<file path="src/hdl/lrast_ram.sv">
`timescale 1ns / 1ps
module lrast_ram #(
	parameter int Width = 8,
	parameter int Depth = 16
) (
	input  logic                     clk,
	input  logic                     we,
	input  logic [$clog2(Depth)-1:0] waddr,
	input  logic [Width-1:0]         wdata,
	input  logic [$clog2(Depth)-1:0] raddr,
	output logic [Width-1:0]         rdata
);
	logic [Width-1:0] mem [Depth];

	always_ff @(posedge clk) begin
		if (we) begin
			mem[waddr] <= wdata;
		end
		rdata <= mem[raddr];
	end
endmodule

</file>
<file path="config.mk">
export PLATFORM = sky130hd
export DESIGN_NAME = lrast_ram
export DESIGN_NICKNAME = d
export VERILOG_FILES = /design/src/hdl/lrast_ram.sv
export SDC_FILE = /design/constraint.sdc
export NUM_CORES = 1
export LEC_CHECK = 0
export BUFFER_PORTS_ARGS = -buffer_cell sky130_fd_sc_hd__buf_2
export CAP_MARGIN = 30
export CORE_AREA = 2 2 120 122
export DETAILED_ROUTE_END_ITERATION = 8
export DIE_AREA = 0 0 122 124
export GPL_ROUTABILITY_DRIVEN = 0
export SETUP_SLACK_MARGIN = 0.5
export SYNTH_ARGS = -nofsm -noshare
export SYNTH_HDL_FRONTEND = slang
export SYNTH_SLANG_ARGS = --single-unit
</file>
<file path="constraint.sdc">
create_clock -name clk -period 1.75 [get_ports clk]
set_input_delay 0.0875 -clock clk [delete_from_list [all_inputs] [get_ports clk]]
set_output_delay 0.0875 -clock clk [all_outputs]
set_load 0.01 [all_outputs]
</file>
# Word level (Yosys, flattened, before mapping)
# Memory sizes are Yosys's and may differ from the RTL's. A register that Yosys moved wholly into a read port is not among the register bits.
# Index checks and enable logic that the tools add are counted.
totals:
  n_memories: 1
  output_inout_bits: 8
  elab_cells: 3
  input_bits: 18
  ramBits: 128
  reg_bits: 0
classes:
  muxes: 2
memory_table:
  columns: ["memory", "depth", "width", "read_ports", "rd_ports_with_merged_regs", "wr", "line", "source"]
  rows:
  - ["mem", 16, 8, 1, 1, 1, "13", "logic [Width-1:0] mem [Depth];"]
ops:
  columns: ["op", "n"]
  rows:
  - ["two-way mux 1 bit", 2]

# Logic depth before layout (Yosys ltp)
# Gate-level depths: netlist of the first run.
logic_depth:
  depth_word: 2
  mapped_depth: 5

# Worst setup path before layout of the first run
# Ideal clock, no wire load.
synth_path:
  path_kind: "input -> register"
  startpoint: "in waddr[2]"
  endpoint: "mem mem[0][0] (enable)"
  path_buffers: 0
  t_required_ps: 1367
  arrival_ps: 1197
  path_stages: 2
  slack_ps: 170
  cell_sequence: "or3b_2 -> nor3_1"
synth_lines:
  columns: ["element", "line", "source"]
  rows:
  - ["from (decl)", "8", "input logic [$clog2(Depth)-1:0] waddr,"]
  - ["to (decl)", "13", null]
# No word-level cell before the write port.

==> run metrics, run 1 <==
register area share after synthesis=0.778; number of filler instances in the final layout=1,181; synthesized net count=around 250; RR Endpoint=rdata[7]; startpoint of the lowest-slack hold path=wdata[6]; worst hold-check path type=in2reg; element type at the critical path start=register; vias=~2,400; run status=finished clean; CP Capture Type=register; setup repair after global routing missed its margin=yes; Setup-failing EPs final=0; CTS Sinks=136; total CTS buffers=17; synthesis-to-finish area growth=21.3%; Antenna Cells=0; post-DR vias/cell=5.06; clock root buffer=clkbuf_16; height of the die=124 um; WL final=a little under 10,000 um; worst setup path class=reg2reg; launching point of the worst reg2reg path=mem[3][7]; horizontal die dimension=122 um; worst hold margin=around 0.066 ns; Synthesis Warnings=0; total congestion overflow after global routing=0; Cell Pwr Density=1200 nW/um2; total half-perimeter wirelength after legalization and detailed placement=roughly 6400 um; Reg clk slew, reported paths=0.06 ns; Total Routing Usage GR=0.147; final worst clock skew=0.00845 ns; total placed cells including tap cells=448; DRT iter0 DRCs=between 200 and 250; CTS Hold Bufs=0; final routed wire length divided by cell count=20.7 um; Worst Hold End=mem[6][6]; Die Footprint=15,100 um2; count of pins on the block boundary=26; maximum number of pins on one net before global-route repair=17; wire length of the first global-routing pass=15,200 um; final slew viol count=0; DRC errors left=0; effective utilization at floorplan=0.375; Maximum Capacitance Violations=0; cell area after layout=6240 um2; Post-Syn Area=between 5000 and 6000 um2; hold violation total from the final report=0; count of mapped cells out of synthesis=between 200 and 250; area of placed instances=5640 um2; clock tree from TritonCTS=yes; number of cells on the worst reg-to-reg path=3; P_leak=a little over 2 nW; share of layout cells above drive strength 1=0.420; arrival time of data at the critical path endpoint=1.54 ns; antenna-violating nets left=0; worst hold path stage count=1; maximum clock frequency=801 MHz; Core Footprint=13,700 um2; buffer depth of the longest clock path=2; insertion delay to the later sink of the worst-skew pair=0.41 ns; worst ir drop on vdd=0.723 mV; Post-Route Setup TNS=0 ns; worst-margin pin slew=0.521 ns; Synth Register Bits=about 140; H-tree lvl count=4; # rows=43; count of different cell masters after synthesis=19; number of antenna violations at the first check in global routing=0; mean instance size in the synthesized netlist=22.5 um2; slack of the worst reg-to-reg path=0.50 ns; final standard cell count with taps included and fillers excluded=480; clock period minus worst slack=roughly 1.2 ns; share of the clock period used by the worst path=0.714; number of global-route vias before repair=2,461; CP max FO=1; number of buffer cells added on primary ports=25; net count reported at finish=305; normalized max-slew margin=0.653; router iterations before antenna repair=4; startpoint of the most critical setup path=mem[3][7]; required time at the endpoint of the critical path=2.04 ns
==> worst max-delay path, cell delays in order (launching register included) <==
cell and delay, ns:
edfxtp_1 0.35, mux4_2 0.48, a22oi_2 0.21, nand2_1 0.09
==> cells in the final DEF, fill, tap and decap left out <==
master | Yosys | layout
nand2b_1 | 2 | 2
a22oi_1 | 16 | 4
nor2b_1 | 1 | 1
nand3b_1 | 2 | 2
nand2_1 | 9 | 9
edfxtp_1 | 128 | 128
or3b_2 | 1 | 1
nor3_1 | 4 | 1
nand3_1 | 1 | 1
clkinv_4 | 0 | 1
bufinv_16 | 0 | 2
clkbuf_8 | 0 | 2
and2_1 | 1 | 1
mux4_2 | 18 | 29
buf_12 | 0 | 3
buf_4 | 1 | 21
buf_2 | 3 | 25
clkinvlp_4 | 0 | 4
clkbuf_16 | 0 | 17
dfxtp_1 | 8 | 8
and2b_1 | 1 | 1
nor3_2 | 0 | 3
clkinv_2 | 0 | 6
nor2_1 | 13 | 13
a22oi_2 | 0 | 12
mux4_1 | 14 | 3
==> how the worst max path moves through the flow <==
| stage | to | cells past startpoint |
|---|---|---|
| after floorplan | mem[3][0] | 2 |
| after CTS | rdata[5] | 3 |
| after global routing | rdata[3] | 3 |
| after global placement | rdata[3] | 5 |
| after detailed placement | rdata[3] | 5 |
| final | rdata[7] | 3 |
==> synthesized netlist by cell type, drive strengths merged <==
master         instances  share of area
nor3                   4         0.0039
nand3                  1        0.00097
dfxtp                  8          0.031
buf                    7          0.011
and2                   1         0.0012
or3b                   1         0.0017
nand2                  9         0.0066
clkdlybuf4s25          3         0.0058
nand2b                 2         0.0024
nor2b                  1         0.0012
edfxtp               128           0.75
and2b                  1         0.0015
nor2                  13         0.0095
mux4                  32           0.15
nand3b                 2         0.0029
a22oi                 16          0.023
==> per-layer routing <==
metal | vias to the layer above | routed length, um | GRT usage
li1 | 1079 | - | -
met1 | 1277 | 4760 | 0.211
met2 | 61 | 4520 | 0.206
met3 | 14 | 505 | 0.0549
met4 | 0 | 133 | 0.0517
met5 | - | 0 | 0
==> sequential cells by signal, indices dropped and copies added, names as in the netlist <==
signal,count
mem,128
rdata,8
==> cell type report <==
cell class	instances	area, um2	area share
Sequential cell	136	4000	0.641
Multi-Input combinational cell	83	1090	0.175
Clock buffer	19	453	0.0725
Timing Repair Buffer	49	343	0.0549
Tap cell	180	225	0.0361
Clock inverter	13	129	0.0206
==> where the power goes <==
group | switching, mW | internal, mW
Sequential | 0.0258 | 3.64
Clock | 1.28 | 2.15
Combinational | 0.209 | 0.169
Total | 1.52 | 5.97
==> kinds of logic (layout without fill, tap and decap cells) <==
family | Yosys count | after routing | synth area share
muxes | 32 | 32 | 0.150
buffers and inverters | 10 | 81 | 0.0168
AOI/OAI and AO/OA | 16 | 16 | 0.0233
and+or+nand+nor | 35 | 35 | 0.0318
DFF | 136 | 136 | 0.778
==> through the flow <==
stage,utilization,setup WS [ns],total power [mW]
finish,0.455,0.501,7.48
global route,0.455,0.439,7.72
CTS,0.455,0.444,7.53
detailed placement,0.411,0.256,4.10
floorplan,-,0.396,3.92
global placement,0.411,0.250,4.09
==> repair_timing <==
| item | in CTS | in global routing |
|---|---|---|
| setup buffers | 0 | 0 |
| gates resized for setup | 9 | 14 |
| endpoints found under the setup margin | 8 | 7 |
| pin swaps | 6 | 10 |
| gates cloned | 0 | 0 |
No activity file was read; power rests on OpenSTA's default activity.
==> run 2, diff against run 1 <==
==> constraint.sdc (replaced) <==
create_clock -name clk -period 1.2 [get_ports clk]
set_input_delay 0.06 -clock clk [delete_from_list [all_inputs] [get_ports clk]]
set_output_delay 0.06 -clock clk [all_outputs]
set_load 0.01 [all_outputs]
==> run 2 against run 1 <==
Against the previous run: the run now ends with negative setup slack left; combinational power increased by 79%; register-to-register slack got worse by 0.59 ns; wire length decreased by 2.5%; global-route usage decreased by 0.68 points; cell count increased by 1.3%; non-clock buffer count increased by 6; first-iteration DRC count increased by 17%; sequential share of layout area decreased by 4.4 points; critical endpoint is now rdata[6]; highest routed layer unchanged.
==> run metrics, run 2 (same netlist as run 1, synthesis figures left out) <==
Final Power=between 10 and 15 mW; Reg clk slew, reported paths=~0.050 ns; number of global-route vias before repair=approximately 2,600; CP cell instances=mux4_2 -> a22oi_1 -> nand2_1; hold violation total from the final report=0; Multi-input gate area=between 1000 and 1500 um2; Total Routing Usage GR=0.140; DRT iter0 DRCs=277; clock tree from TritonCTS=yes; Critical Path Max Stage Delay=0.45 ns; DRC errors left=0; # rows=between 40 and 50; normalized max-slew margin=0.405; WL final=9670 um; synthesis-to-finish area growth=30.4%; vias=2,417; worst hold-check path type=in2reg; CP max FO=1; footprint of the flip-flops and latches=roughly 4000 um2; Die Footprint=15,100 um2; setup repair after global routing missed its margin=yes; CTS Hold Bufs=0; share of layout cells above drive strength 1=0.487; total CTS buffers=17; most common library cell in the layout ignoring fill and taps=edfxtp_1; run status=finished with violations; final slew viol count=0; Cell Pwr Density=1650 nW/um2; startpoint of the lowest-slack hold path=wdata[5]; worst-margin pin slew=between 0.8 and 0.9 ns; maximum clock frequency=a little under 800 MHz; count of pins on the block boundary=26; P_leak=2.20 nW; height of the die=around 120 um; worst ir drop on vdd=0.987 mV; H-tree lvl count=4; leading cell types in the layout, fill and taps excluded=edfxtp_1, mux4_2, buf_12; post-DR vias/cell=4.97; CP Capture Type=register; total congestion overflow after global routing=0; share of the clock period used by the worst path=1.08; failing checks=negative setup slack; final routed wire length divided by cell count=19.9 um; slack of the worst reg-to-reg path=-0.09 ns; net count reported at finish=311; max reg flops=128; startpoint of the most critical setup path=mem[2][6]; Largest Register=mem; Setup-failing EPs final=8; Top Registers=mem x128, rdata x8; launching point of the worst reg2reg path=mem[2][6]; router iterations before antenna repair=4; insertion delay to the later sink of the worst-skew pair=0.40 ns; horizontal die dimension=122 um; Core Footprint=13,700 um2; antenna-violating nets left=0; number of filler instances in the final layout=between 1,000 and 1,500; effective utilization at floorplan=0.375; setup slack after layout=-0.0936 ns; Post-Route Setup TNS=-0.262 ns; number of buffer cells added on primary ports=25; cell with the largest stage delay on the worst path=mux4_2; final worst clock skew=0.00380 ns; worst setup path class=reg2reg; required time at the endpoint of the critical path=around 1.5 ns; element type at the critical path start=register; clock root buffer=clkbuf_16; number of antenna violations at the first check in global routing=0; Maximum Capacitance Violations=0; clock period minus worst slack=roughly 1.3 ns; total half-perimeter wirelength after legalization and detailed placement=6310 um; CTS Sinks=136; maximum number of pins on one net before global-route repair=18; arrival time of data at the critical path endpoint=approximately 1.6 ns; buffer depth of the longest clock path=2; Antenna Cells=0; wire length of the first global-routing pass=approximately 15,000 um
run 2: changes by cell type in the layout (fill, tap and decap cells not counted), sizes merged:
cell | previous run | this run
buf | 49 | 55
bufinv | 2 | 3
clkbuf | 19 | 18
run 2: per-layer routing:
metal	track usage	vias up	wire (um)
li1	-	1092	-
met1	0.170	1263	4070
met3	0.0389	11	393
met4	0.0618	0	170
met5	0	-	0
met2	0.235	51	5040
run 2: through the flow:
| step | utilization | setup WS [ns] | hold WS (ns) | instances | instance area, um2 |
|---|---|---|---|---|---|
| 2_1_floorplan | - | 0.0370 | 0.159 | 229 | 5270 |
| 3_3_place_gp | 0.430 | -0.298 | 0.449 | 449 | 5900 |
| 3_5_place_dp | 0.430 | -0.318 | 0.458 | 449 | 5900 |
| 4_1_cts | 0.485 | -0.0812 | 0.0248 | 484 | 6660 |
| 5_1_grt | 0.489 | -0.143 | 0.0393 | 486 | 6710 |
| 6_report | 0.489 | -0.0936 | 0.0341 | 486 | 6710 |
run 2: cell type report:
type	instances	share of cell area
clock buffer	18	0.0640
sequential	136	0.598
clock inverter	14	0.0235
timing repair buffer	55	0.101
tap	180	0.0336
multi-input combinational	83	0.180
run 2: worst max-delay path: cells and delay by family, from the launching register on:
family             cells  cell delay, ns
AOI/OAI and AO/OA      1            0.28
DFF                    1            0.36
and+or+nand+nor        1            0.08
muxes                  1            0.45
run 2: power breakdown:
| group | switching (mW) | internal [mW] | leakage (nW) | total, mW |
|---|---|---|---|---|
| Clock | 1.80 | 3.23 | 0.279 | 5.04 |
| Sequential | 0.0383 | 5.32 | 1.22 | 5.36 |
| Combinational | 0.337 | 0.338 | 0.697 | 0.676 |
run 2: final timing paths:
kind / cells past startpoint / to
max: 3 / rdata[6]
min: 1 / mem[15][5]
max reg2reg: 3 / rdata[6]
min reg2reg: 3 / rdata[7]
run 2: repair_timing:
action / CTS / global route
resized for setup: 28 / 6
pin swaps: 7 / 7
setup buffers: 3 / 2
endpoints found under the setup margin: 112 / 113
==> run 3, diff against run 2 <==
--- a/config.mk
+++ b/config.mk
@@ -7,9 +7,9 @@
 export LEC_CHECK = 0
 export BUFFER_PORTS_ARGS = -buffer_cell sky130_fd_sc_hd__buf_2
 export CAP_MARGIN = 30
-export CORE_AREA = 2 2 120 122
+export CORE_AREA = 2 2 117 119
 export DETAILED_ROUTE_END_ITERATION = 8
-export DIE_AREA = 0 0 122 124
+export DIE_AREA = 0 0 119 121
 export GPL_ROUTABILITY_DRIVEN = 0
 export SETUP_SLACK_MARGIN = 0.5
 export SYNTH_ARGS = -nofsm -noshare
==> run 3 against run 2 <==
Against the previous run: wire length grew 0.28%; the flow still finishes with violations (negative setup slack); cell count fell by 1.2%; sequential power about the same; worst hold slack improved by 0.0063 ns; worst setup slack improved by 0.059 ns; critical path type unchanged; critical endpoint is now rdata[5]; maximum frequency grew 4.8%.
==> run metrics, run 3 (same netlist as run 1, synthesis figures left out) <==
clock period minus worst slack=around 1.2 ns; Setup-failing EPs final=6; Total Routing Usage GR=0.149; normalized max-slew margin=0.369; max reg flops=128; hold violation total from the final report=0; routed length on met3=302 um; maximum clock frequency=810 MHz; top cell family by delay on the critical path=multiplexers; Post-Route Setup TNS=-0.149 ns; top routing layer used=met4; Die Footprint=14,400 um2; Final Power=between 10 and 15 mW; DRC errors left=0; most common library cell in the layout ignoring fill and taps=edfxtp_1; element type at the critical path start=register; share of layout cells above drive strength 1=0.490; buffer depth of the longest clock path=2; H-tree lvl count=4; number of antenna violations at the first check in global routing=0; CP Capture Type=register; final standard cell count with taps included and fillers excluded=480; horizontal die dimension=119 um; Worst Hold End=mem[5][6]; P_leak=2.20 nW; final worst clock skew=0.00713 ns; insertion delay to the later sink of the worst-skew pair=0.40 ns; worst setup path class=reg2reg; CP bufs+invs=0; CP max FO=1; CTS Sinks=136; total congestion overflow after global routing=0; arrival time of data at the critical path endpoint=~1.5 ns; total half-perimeter wirelength after legalization and detailed placement=about 6200 um; required time at the endpoint of the critical path=1.49 ns; Core Footprint=13,100 um2; share of the clock period used by the worst path=1.03; worst ir drop on vdd=between 1 and 1.5 mV; height of the die=121 um; final routed wire length divided by cell count=20.2 um; net count reported at finish=309; clock root buffer=clkbuf_16; Reg clk slew, reported paths=0.06 ns; clock tree from TritonCTS=yes; maximum number of pins on one net before global-route repair=21; Top Registers=mem x128, rdata x8; setup repair after global routing missed its margin=yes; launching point of the worst reg2reg path=mem[10][5]; slack of the worst reg-to-reg path=-0.03 ns; cell area after layout=6710 um2; number of global-route vias before repair=2,667; startpoint of the lowest-slack hold path=wdata[6]; setup slack after placement=-0.269 ns; worst hold-check path type=in2reg; RR Endpoint=rdata[5]; total CTS buffers=17; DRT iter0 DRCs=198; leading cell types in the layout, fill and taps excluded=edfxtp_1, mux4_2, buf_12; met2 wire length=4890 um; count of pins on the block boundary=26; router iterations before antenna repair=4; worst hold margin=0.0404 ns; detailed-routing wirelength on met1=about 4400 um; run status=finished with violations; post-DR vias/cell=around 5.1; vias=2,427; number of cells on the worst reg-to-reg path=3; area of placed instances=around 5900 um2; CP cell instances=mux4_2 -> a22oi_2 -> nand2_1; worst-margin pin slew=about 0.94 ns; failing checks=negative setup slack; Critical Path Max Stage Delay=0.48 ns; worst hold path stage count=1; WL final=9700 um; instance count on the critical path=3; final slew viol count=0; cell with the largest stage delay on the worst path=mux4_2; Antenna Cells=0; fin util=0.512; effective utilization at floorplan=0.393; number of buffer cells added on primary ports=25; synthesis-to-finish area growth=30.3%; Maximum Capacitance Violations=0; # rows=between 40 and 50; antenna-violating nets left=0; setup slack after layout=-0.0349 ns; wire length of the first global-routing pass=15,300 um; CTS Hold Bufs=0; total placed cells including tap cells=443; Largest Register=mem; Cell Pwr Density=1710 nW/um2
-- run 3: how the worst max path moves through the flow --
stage	startpoint	endpoint	slack, ns
3_3_place_gp	raddr[0]	rdata[2]	-0.24
4_1_cts	mem[10][5]	rdata[5]	-0.07
2_1_floorplan	waddr[2]	mem[0][0]	0.04
5_1_grt	mem[3][4]	rdata[4]	-0.10
6_report	mem[10][5]	rdata[5]	-0.03
3_5_place_dp	raddr[0]	rdata[2]	-0.27
-- run 3: metal layers --
metal / vias to the layer above / track usage
met5: - / 0
met4: 0 / 0.0565
met3: 9 / 0.0404
met2: 50 / 0.234
met1: 1280 / 0.201
li1: 1088 / -
-- run 3: final cells by class --
| class | instances | area, um2 |
|---|---|---|
| clock buffers | 19 | 443 |
| clock inverters | 13 | 193 |
| fillers | 1009 | 6380 |
| multi-input cells | 83 | 1210 |
| flip-flops and latches | 136 | 4010 |
| well taps | 176 | 220 |
| repair buffers | 53 | 632 |
-- run 3: where the power goes --
group | switching, mW | internal [mW] | total [mW]
Combinational | 0.336 | 0.317 | 0.653
Clock | 1.92 | 3.56 | 5.48
Sequential | 0.0346 | 5.32 | 5.35
Total | 2.29 | 9.19 | 11.5
-- run 3: what timing repair did --
| action | in CTS | in global routing |
|---|---|---|
| setup buffers | 3 | 2 |
| gates cloned | 0 | 0 |
| endpoints found under the setup margin | 112 | 129 |
| pin swaps | 10 | 7 |
| gates resized for setup | 24 | 4 |
